**config.mk**
```make
export PLATFORM = sky130hd
export DESIGN_NAME = gcfs_div
export DESIGN_NICKNAME = d
export VERILOG_FILES = /design/src/gcfs_div.sv
export SDC_FILE = /design/constraint.sdc
export NUM_CORES = 2
export LEC_CHECK = 0
export ABC_AREA = 1
export BUFFER_PORTS_ARGS = -buffer_cell sky130_fd_sc_hd__clkbuf_2
export CAP_MARGIN = 20
export CORE_UTILIZATION = 40
export DETAILED_ROUTE_END_ITERATION = 16
export PLACE_DENSITY = 0.64
export SLEW_MARGIN = 15
export SYNTH_ARGS = -nofsm -noshare
export SYNTH_HDL_FRONTEND = slang
export SYNTH_SLANG_ARGS = --single-unit
export TNS_END_PERCENT = 10
```
**constraint.sdc**
```tcl
create_clock -name clk -period 2.6 [get_ports clk]
set_clock_uncertainty 0.05 [all_clocks]
set_input_delay 0.39 -clock clk [delete_from_list [all_inputs] [get_ports clk]]
set_output_delay 0.39 -clock clk [all_outputs]
set_load 0.02 [all_outputs]
```
**src/gcfs_div.sv**
```systemverilog
// ----------------------------------------------------------------------------
// gcfs_div
// Pipelined unsigned restoring divider, one quotient bit per stage.
// NW stages; the divisor must be nonzero.
// ----------------------------------------------------------------------------
`default_nettype none

module gcfs_div #(
	parameter int NW = 24,
	parameter int DW = 16
) (
	input  logic          clk,
	input  logic          en,
	input  logic [NW-1:0] num,
	input  logic [DW-1:0] den,
	output logic [NW-1:0] quo
);

	logic [DW-1:0] rem_st [NW-1];
	logic [DW-1:0] den_st [NW-1];
	logic [NW-1:0] nq_st  [NW];

	for (genvar i = 0; i < NW; i++) begin : g_step
		logic [DW-1:0] rem_in;
		logic [DW-1:0] den_in;
		logic [NW-1:0] nq_in;
		logic [DW:0]   trial;
		logic          ge;

		if (i == 0) begin : g_head
			assign rem_in = '0;
			assign den_in = den;
			assign nq_in  = num;
		end else begin : g_tail
			assign rem_in = rem_st[i-1];
			assign den_in = den_st[i-1];
			assign nq_in  = nq_st[i-1];
		end

		assign trial = {rem_in, nq_in[NW-1]};
		assign ge    = trial >= {1'b0, den_in};

		// dividend bits leave at the top, quotient bits enter at the bottom
		always_ff @(posedge clk) begin
			if (en) begin
				nq_st[i] <= {nq_in[NW-2:0], ge};
			end
		end

		if (i < NW-1) begin : g_keep
			always_ff @(posedge clk) begin
				if (en) begin
					rem_st[i] <= ge ? DW'(trial - {1'b0, den_in}) : trial[DW-1:0];
					den_st[i] <= den_in;
				end
			end
		end
	end

	assign quo = nq_st[NW-1];

endmodule

`default_nettype wire

```
==> metrics <==
slew margin rel. 61.9%; CORE AREA 174000 um^2; detailed placement HPWL 124000 um; failing checks design-rule violations; number of diodes 0; Worst-path clk slew 0.06 ns; via count 49053; first-pass GRT wire length 259000 um; initial antenna violation count 1; Clock Tree Root clkbuf_16; Lkg Pwr 37.8 nW; routed vias/inst 4.77; CTS buffer count 150; crit path kind reg -> reg; Residual DRC 2; max-slew violations 0; Initial Util 40.2%; flops & latches, synth 1312; final WL 164000 um; placed cell areas 73500 um^2; Layout Nets 8258; Fmax 399 MHz; Area Growth Syn to Fin 12.8%; Syn Nets 7974; vias in the first global route 47398; final std cell area, no fill 78800 um^2; Synth Flop Type edfxtp_1; die height 420 um; synthesized area per cell 9.27 um^2; CTS Buffer Depth 3; most frequent cells after synthesis 2708 x nand2_1, 1419 x inv_1, 1312 x edfxtp_1; worst hold stages 2; asr flop ratio synth 0%; initial drt markers 3652; Slew @ Worst Pin 0.570 ns; part of the cycle the worst path needs 96.4%; Post-synth EDFFs 1312; fillers 16583; Worst Path Max Fanout 17; sequential fraction of the synthesis area 56.4%; port bufs 65; Final ANT Viol Nets 0; Die Area 176000 um^2; Hold Crit Class in -> reg; Pwr Total 87.1 mW; R2R setup slack 0.09 ns; layout cell share with drive strength beyond 1 6.76%; Synth Instances 7540; Placer Congestion 0.919; top-count cell post-synth nand2_1; Final Hold Viols 0; pin count of the biggest net entering global routing 97; synth unique cells 36; leading area contributor after synthesis edfxtp_1; top cells by area, synth edfxtp_1 56%, nand2_1 15%, inv_1 7.6%, ha_1 6.6%, nand3_1 4.1%; clk sinks 1312; Netlist Area Pre-Place 69900 um^2; maxcap violations 0; R2R depth 9; Row Count 153; RSZ-0062 raised after global routing true; post-synth top area share 56.4%; status complete, but fails checks; CTS H-tree depth 4; GRT Util Overall 18.6%; Fin Setup TNS 0 ns; I/O pin cnt 66; Critical Path RT 3.05 ns; CTS tree done; remaining global-route overflow 0; synth warn 0; pwr/cell area 1110 nW/um^2; Startpoint Class flip-flop; Die X-Extent 420 um; Max VDD drop 0.663 mV; Worst-Skew Late Latency 0.80 ns; Tmin final 2.51 ns; Worst setup EP type flip-flop; routed len/inst 15.9 um; Crit path arrival time 2.95 ns; final setup fails 0; TritonRoute pass-1 iters 12
worst max-delay path, stage by stage, from the launching register on:
cell,delay [ns]
edfxtp_1,0.53
inv_1,0.08
ha_1,0.38
a21oi_1,0.23
o21a_1,0.15
o21ai_1,0.10
nor2_4,0.20
nand2_4,0.20
nand2_1,0.11
nand2_1,0.16
layout make-up:
type,count,area (um^2),area share [%]
timing repair buffer,211,1790,2.27
clock buffer,173,3840,4.87
sequential,1312,39400,50.0
tap,2325,2910,3.69
clock inverter,103,1040,1.32
inverter,1422,5340,6.77
multi-input combinational,4727,24500,31.1
flip-flops by register name, indices dropped and copies added (netlist names):
register	cells
nq_st	576
den_st	368
rem_st	368
what timing repair did:
action                                 in CTS  in global routing
buffers inserted                            0                  7
gates resized for setup                     0                  2
setup endpoints to repair                   0                 37
hold buffers                               41                  0
endpoints found under the hold margin      50                  0
routing by layer:
metal	part of all wire (%)	GRT usage, %	vias up	wire (um)
met2	47	31.0	953	77000
li1	-	-	24910	-
met4	2.5	5.51	0	4140
met1	46	25.1	22921	75500
met3	4.2	2.66	269	6820
met5	0	0	-	0
metrics by stage:
stage                     hold slack, ns  utilization (%)  cells  setup WS [ns]
after CTS                          0.191             45.4  10266          0.109
after global routing               0.215             45.4  10273        -0.0296
after detailed placement           0.355             42.3   9949          0.128
after global placement             0.350             42.3   9949          0.136
after floorplan                    0.350                -   7540          0.628
final                              0.254             45.4  10273         0.0935
power by group:
| part | internal (mW) | switching [mW] | total (mW) |
|---|---|---|---|
| Clock | 12.0 | 8.87 | 20.9 |
| Combinational | 11.8 | 22.8 | 34.6 |
| Sequential | 29.0 | 2.69 | 31.7 |
final timing paths:
| check | from | to |
|---|---|---|
| worst max-delay path | den_st[1][46] | rem_st[0][123] |
| worst min-delay path | num[15] | nq_st[0][16] |
| worst max register to register | den_st[1][46] | rem_st[0][123] |
| worst min register to register | nq_st[0][187] | nq_st[1][20] |
kinds of logic after synthesis:
kind of cell,Yosys count,synth area share [%]
AO/OA/AOI/OAI,254,1.97
flip-flops,1312,56.4
adder cells (fa/ha/maj),392,7.26
AND/OR/NAND/NOR,3943,24.1
XOR/XNOR,138,1.73
buffers and inverters,1501,8.56
cell usage in the layout, fill, tap and decap left out, types with 13 or more instances in the layout:
master         instances
inv_6                 13
o21a_1                18
inv_1               1419
dlygate4sd3_1         41
xnor2_1               30
nand3b_1              49
a21oi_1              198
or2_2                 14
edfxtp_1            1312
buf_4                 85
nor2_1               284
clkbuf_2              64
ha_1                 370
nand2_2               29
buf_12                21
clkinv_2              25
bufinv_16             13
clkinv_1              24
nand3_2               20
nand3_1              574
nand2_1             2708
nor2_2                17
fa_1                  22
nand4_1              105
o21bai_1              13
and2_1                23
nand2_4               16
clkbuf_1              23
nor2_4                20
xor2_1               108
nor3_1                57
clkbuf_16            150
Power figures use the tool's default switching activity.
