File: src/gcfs_sqrt.sv
// ----------------------------------------------------------------------------
// gcfs_sqrt
// Pipelined floor square root, two radicand bits per stage.
// Built from W/2 stages.
// ----------------------------------------------------------------------------
`default_nettype none

module gcfs_sqrt #(
	parameter int W = 32
) (
	input  logic           clk,
	input  logic           en,
	input  logic [W-1:0]   rad,
	output logic [W/2-1:0] root
);

	localparam int H = W / 2;

	logic [H-1:0] rem_st  [H-1];
	logic [W-1:0] x_st    [H-1];
	logic [H-1:0] root_st [H];

	for (genvar i = 0; i < H; i++) begin : g_step
		logic [H-1:0] rem_in;
		logic [H-1:0] root_in;
		logic [W-1:0] x_in;
		logic [H+1:0] cand;
		logic [H+1:0] trial;
		logic         ge;

		if (i == 0) begin : g_head
			assign rem_in  = '0;
			assign root_in = '0;
			assign x_in    = rad;
		end else begin : g_tail
			assign rem_in  = rem_st[i-1];
			assign root_in = root_st[i-1];
			assign x_in    = x_st[i-1];
		end

		assign cand  = {rem_in, x_in[W-1:W-2]};
		assign trial = {root_in, 2'b01};
		assign ge    = cand >= trial;

		always_ff @(posedge clk) begin
			if (en) begin
				root_st[i] <= {root_in[H-2:0], ge};
			end
		end

		if (i < H-1) begin : g_keep
			always_ff @(posedge clk) begin
				if (en) begin
					rem_st[i] <= ge ? H'(cand - trial) : cand[H-1:0];
					x_st[i]   <= {x_in[W-3:0], 2'b00};
				end
			end
		end
	end

	assign root = root_st[H-1];

endmodule

`default_nettype wire

File: config.mk
export PLATFORM = sky130hd
export DESIGN_NAME = gcfs_sqrt
export DESIGN_NICKNAME = d
export VERILOG_FILES = /design/src/gcfs_sqrt.sv
export SDC_FILE = /design/constraint.sdc
export NUM_CORES = 1
export LEC_CHECK = 0
export BUFFER_PORTS_ARGS = -buffer_cell sky130_fd_sc_hd__buf_2
export CAP_MARGIN = 20
export CELL_PAD_IN_SITES_DETAIL_PLACEMENT = 0
export CELL_PAD_IN_SITES_GLOBAL_PLACEMENT = 1
export CORE_ASPECT_RATIO = 1.2
export CORE_MARGIN = 2
export CORE_UTILIZATION = 25
export CTS_CLUSTER_DIAMETER = 80
export CTS_CLUSTER_SIZE = 14
export DETAILED_ROUTE_END_ITERATION = 12
export PLACE_DENSITY_LB_ADDON = 0.1
export SLEW_MARGIN = 0
export SYNTH_ARGS = -nofsm -noshare
export SYNTH_HDL_FRONTEND = slang
export SYNTH_SLANG_ARGS = --single-unit
export TNS_END_PERCENT = 30
File: constraint.sdc
create_clock -name clk -period 2.8 [get_ports clk]
set_clock_uncertainty 0.05 [all_clocks]
set_input_delay 0.42 -clock clk [delete_from_list [all_inputs] [get_ports clk]]
set_output_delay 0.42 -clock clk [all_outputs]
set_load 0.03 [all_outputs]
==> impl_metrics.toml <==
[run_status]
status = "finished clean"

[clock_tree]
clock_latency_ps = 620
clock_path_buffers = 3
clk_pin_slew_worst_paths_ps = 70
htree_num_levels = 2
cts.sinks = 600
root_buffer = "clkbuf_16"
cts_tree = "done"
cts_buffers = 52

[min_path]
holdPathStages = 1
hold_path_end = "rem_st[0][15]$_SDFFCE_PN0P_"
hold_start = "en"
holdCritPathClass = "in -> reg"

[setup_path]
path_max_fanout = 5
endpoint_kind = "register"
reg2reg_from = "rem_st[1][0]$_DFFE_PP_"
critical_path_required_ps = 3110
rr_worst_depth = 8
rrSetupSlack_ps = 100
worst_setup_path_start_kind = "register"
r2r-end = "rem_st[1][30]$_DFFE_PP_"
critical_path_class = "reg -> reg"
worstPathArrival_ps = 3010

[cells_and_area]
n_fill_cell = 11109
diodes = 0
nNetsFinal = 2390
fin_area_sq_um = 32100
instances_no_fill = 3639
layout-area-overhead-vs-synth_pct = 17.1
drive_gt1_share_pct = 13.5
final-seq-area_sq_um = 18000
multi_input_area_sq_um = 8700

[die]
initial_utilization_pct = 25.1
die_area_sq_um = 112000
die_y_um = 367
floorplan.rows = 133
io_pins = 50
fp.dieW_um = 306
core_region_area_sq_um = 109000

[grt]
grt_max_degree = 104
grt_pass1_wl_mm = 90.2
first_global_vias = 16022
antenna_found_initial = 0
overflow = 0
grt_usage_pct = 10.1

[place]
dp_cells = 3532
dpl.hpwl_mm = 41.6
gp_congestion = 0.733
dpl_cell_area_sq_um = 30200
portBuffers = 49

[detailed_routing]
drt-total-wl_mm = 56.9
drt_iter0_drc = 695
drc_errors = 0
via_per_inst = 4.24
avgRoutedWirePerCell_um = 15.6
vias = 15420
antenna_left = 0
drt-pass1-iter-count = 5

[sta]
hold_viol = 0
rsz0062_at_grt = "true"
tightest_slew_ps = 779
post-route-period-util_pct = 96.4
maxSlewViolCount = 0
max_slew_margin_pct = 46.7
fmax_mhz = 370
setup_viol = 0
period_minus_slack_ps = 2700

[synthesis]
yosysWarnings = 0
yosys.area.top_type = "edfxtp_1"
synth.distinct_cells = 83
synth_nets = 2181
synth_top_area_share_pct = 65.7
ys_ff_latch = 600
synth_enable_flop_cells = 600
synth_seq_area_share_pct = 65.7
netlist_area_sq_um = 27400
syn_inst = 1995
synth_area_leaders = "edfxtp_1 (66%), ha_1 (6.9%), xnor2_1 (2.9%)"
syn_avg_cell_area_sq_um = 13.8
synthArstFlopShare_pct = 0
synth_flop_cell = "edfxtp_1"

[power]
peakVddDrop_v = 0.000464
powerDensity_nw_per_um2 = 705
power_uw = 22700
total_leakage_power_uw = 0.0121

[job]
drv_cap = 0
-- synth_stat cells (all sizes together), types with 3 or more instances --
cell / number
nor4: 18
nand3b: 9
a21oi: 117
nand4b: 8
nor2: 129
nand2b: 22
and2: 12
buf: 14
nor3b: 4
o21bai: 5
clkbuf: 11
nor2b: 23
a211oi: 12
o21ai: 78
nand4: 20
or4b: 3
a31oi: 11
or3: 22
o2bb2ai: 3
or2: 9
o21a: 33
xnor2: 92
a41o: 3
nand3: 28
mux2: 47
or4: 9
o22ai: 4
inv: 182
ha: 152
nand2: 89
o31a: 8
nor3: 44
a211o: 4
a21o: 24
o31ai: 15
xor2: 66
and3: 3
a21boi: 9
edfxtp: 600
mux2i: 10
a2111oi: 3
o211ai: 4
-- cell usage in the layout (no fill, tap or decap), types with 20 or more instances in the layout --
cell type | netlist | routed
nand3_1 | 27 | 27
clkbuf_16 | 0 | 52
ha_1 | 152 | 151
a21oi_1 | 116 | 114
or3_1 | 22 | 22
edfxtp_1 | 600 | 600
buf_4 | 1 | 86
nand2_1 | 88 | 88
inv_1 | 182 | 181
nor3_1 | 42 | 40
o21ai_0 | 71 | 68
mux2_2 | 41 | 41
dlygate4sd3_1 | 0 | 33
buf_2 | 11 | 48
nand2b_1 | 22 | 22
a21o_1 | 24 | 24
nand4_1 | 20 | 20
xor2_1 | 66 | 66
o21a_1 | 33 | 33
nor2b_1 | 23 | 23
xnor2_1 | 92 | 92
nor2_1 | 129 | 129
-- worst max-delay path, cell delays in order, from the launching register on --
cell	delay [ps]
edfxtp_1	400
ha_1	430
nor2b_1	190
o2111ai_1	240
nand3_1	180
and2_1	210
a221oi_1	440
nand3_1	160
xnor2_1	140
-- logic make-up (layout without fill, tap and decap cells) --
kind of cell	Yosys count	in the layout	share of synthesized area, %
XOR/XNOR	158	158	5.04
AO/OA/AOI/OAI	358	358	8.32
adder cells (fa/ha/maj)	152	152	6.93
flip-flops	600	600	65.7
other	1	1	0.0137
buffers and inverters	208	435	2.96
multiplexers	57	57	2.38
AND/OR/NAND/NOR	461	461	8.70
-- state kept, by name, indices dropped and copies added, names as in the netlist --
name / flops
x_st: 240
rem_st: 224
root_st: 136
-- cell type report --
cell class	instances	area share [%]
Clock buffer	57	4.11
Timing Repair Buffer	180	4.58
Inverter	183	2.14
Multi-Input combinational cell	1187	27.1
Clock inverter	15	0.529
Sequential cell	600	56.1
Tap cell	1417	5.52
-- metal layers --
layer,global-route usage [%],share of wire [%]
met1,11.6,42
met2,19.0,53
met3,1.65,2.7
met5,0,0
met4,3.10,2.7
-- through the flow --
stage | setup WS, ps | hold WS [ps] | setup TNS (ps) | util (%)
2_1_floorplan | 219 | 350 | 0 | -
3_3_place_gp | -119 | 350 | -959 | 27.7
3_5_place_dp | -116 | 355 | -916 | 27.7
4_1_cts | 3.37 | 70.2 | 0 | 29.3
5_1_grt | -8.41 | 86.3 | -11.7 | 29.4
6_report | 100 | 127 | 0 | 29.4
-- timing repair --
action / in CTS / in global routing
setup buffers: 1 / 1
pin swaps: 0 / 1
setup endpoints to repair: 9 / 51
gates resized for setup: 1 / 20
endpoints found under the hold margin: 33 / 0
hold buffers: 33 / 0
-- power breakdown --
group | switching, uW | total, uW | internal (uW)
Combinational | 2120 | 4030 | 1910
Sequential | 590 | 11700 | 11100
Clock | 3330 | 6880 | 3550
Total | 6040 | 22700 | 16600
-- worst max-delay path by stage --
stage                        startpoint                 endpoint  slack [ps]  depth (start not counted)
2_1_floorplan   rem_st[1][16]$_DFFE_PP_  rem_st[1][37]$_DFFE_PP_         220                          9
3_3_place_gp      x_st[9][28]$_DFFE_PP_  rem_st[1][38]$_DFFE_PP_        -120                         10
3_5_place_dp      x_st[9][28]$_DFFE_PP_  rem_st[1][38]$_DFFE_PP_        -120                         10
4_1_cts        root_st[1][32]$_DFFE_PP_  rem_st[1][59]$_DFFE_PP_           3                          9
5_1_grt          rem_st[1][0]$_DFFE_PP_  rem_st[1][30]$_DFFE_PP_          -8                          8
6_report         rem_st[1][0]$_DFFE_PP_  rem_st[1][30]$_DFFE_PP_         100                          8
(Power assumes the default switching activity.)
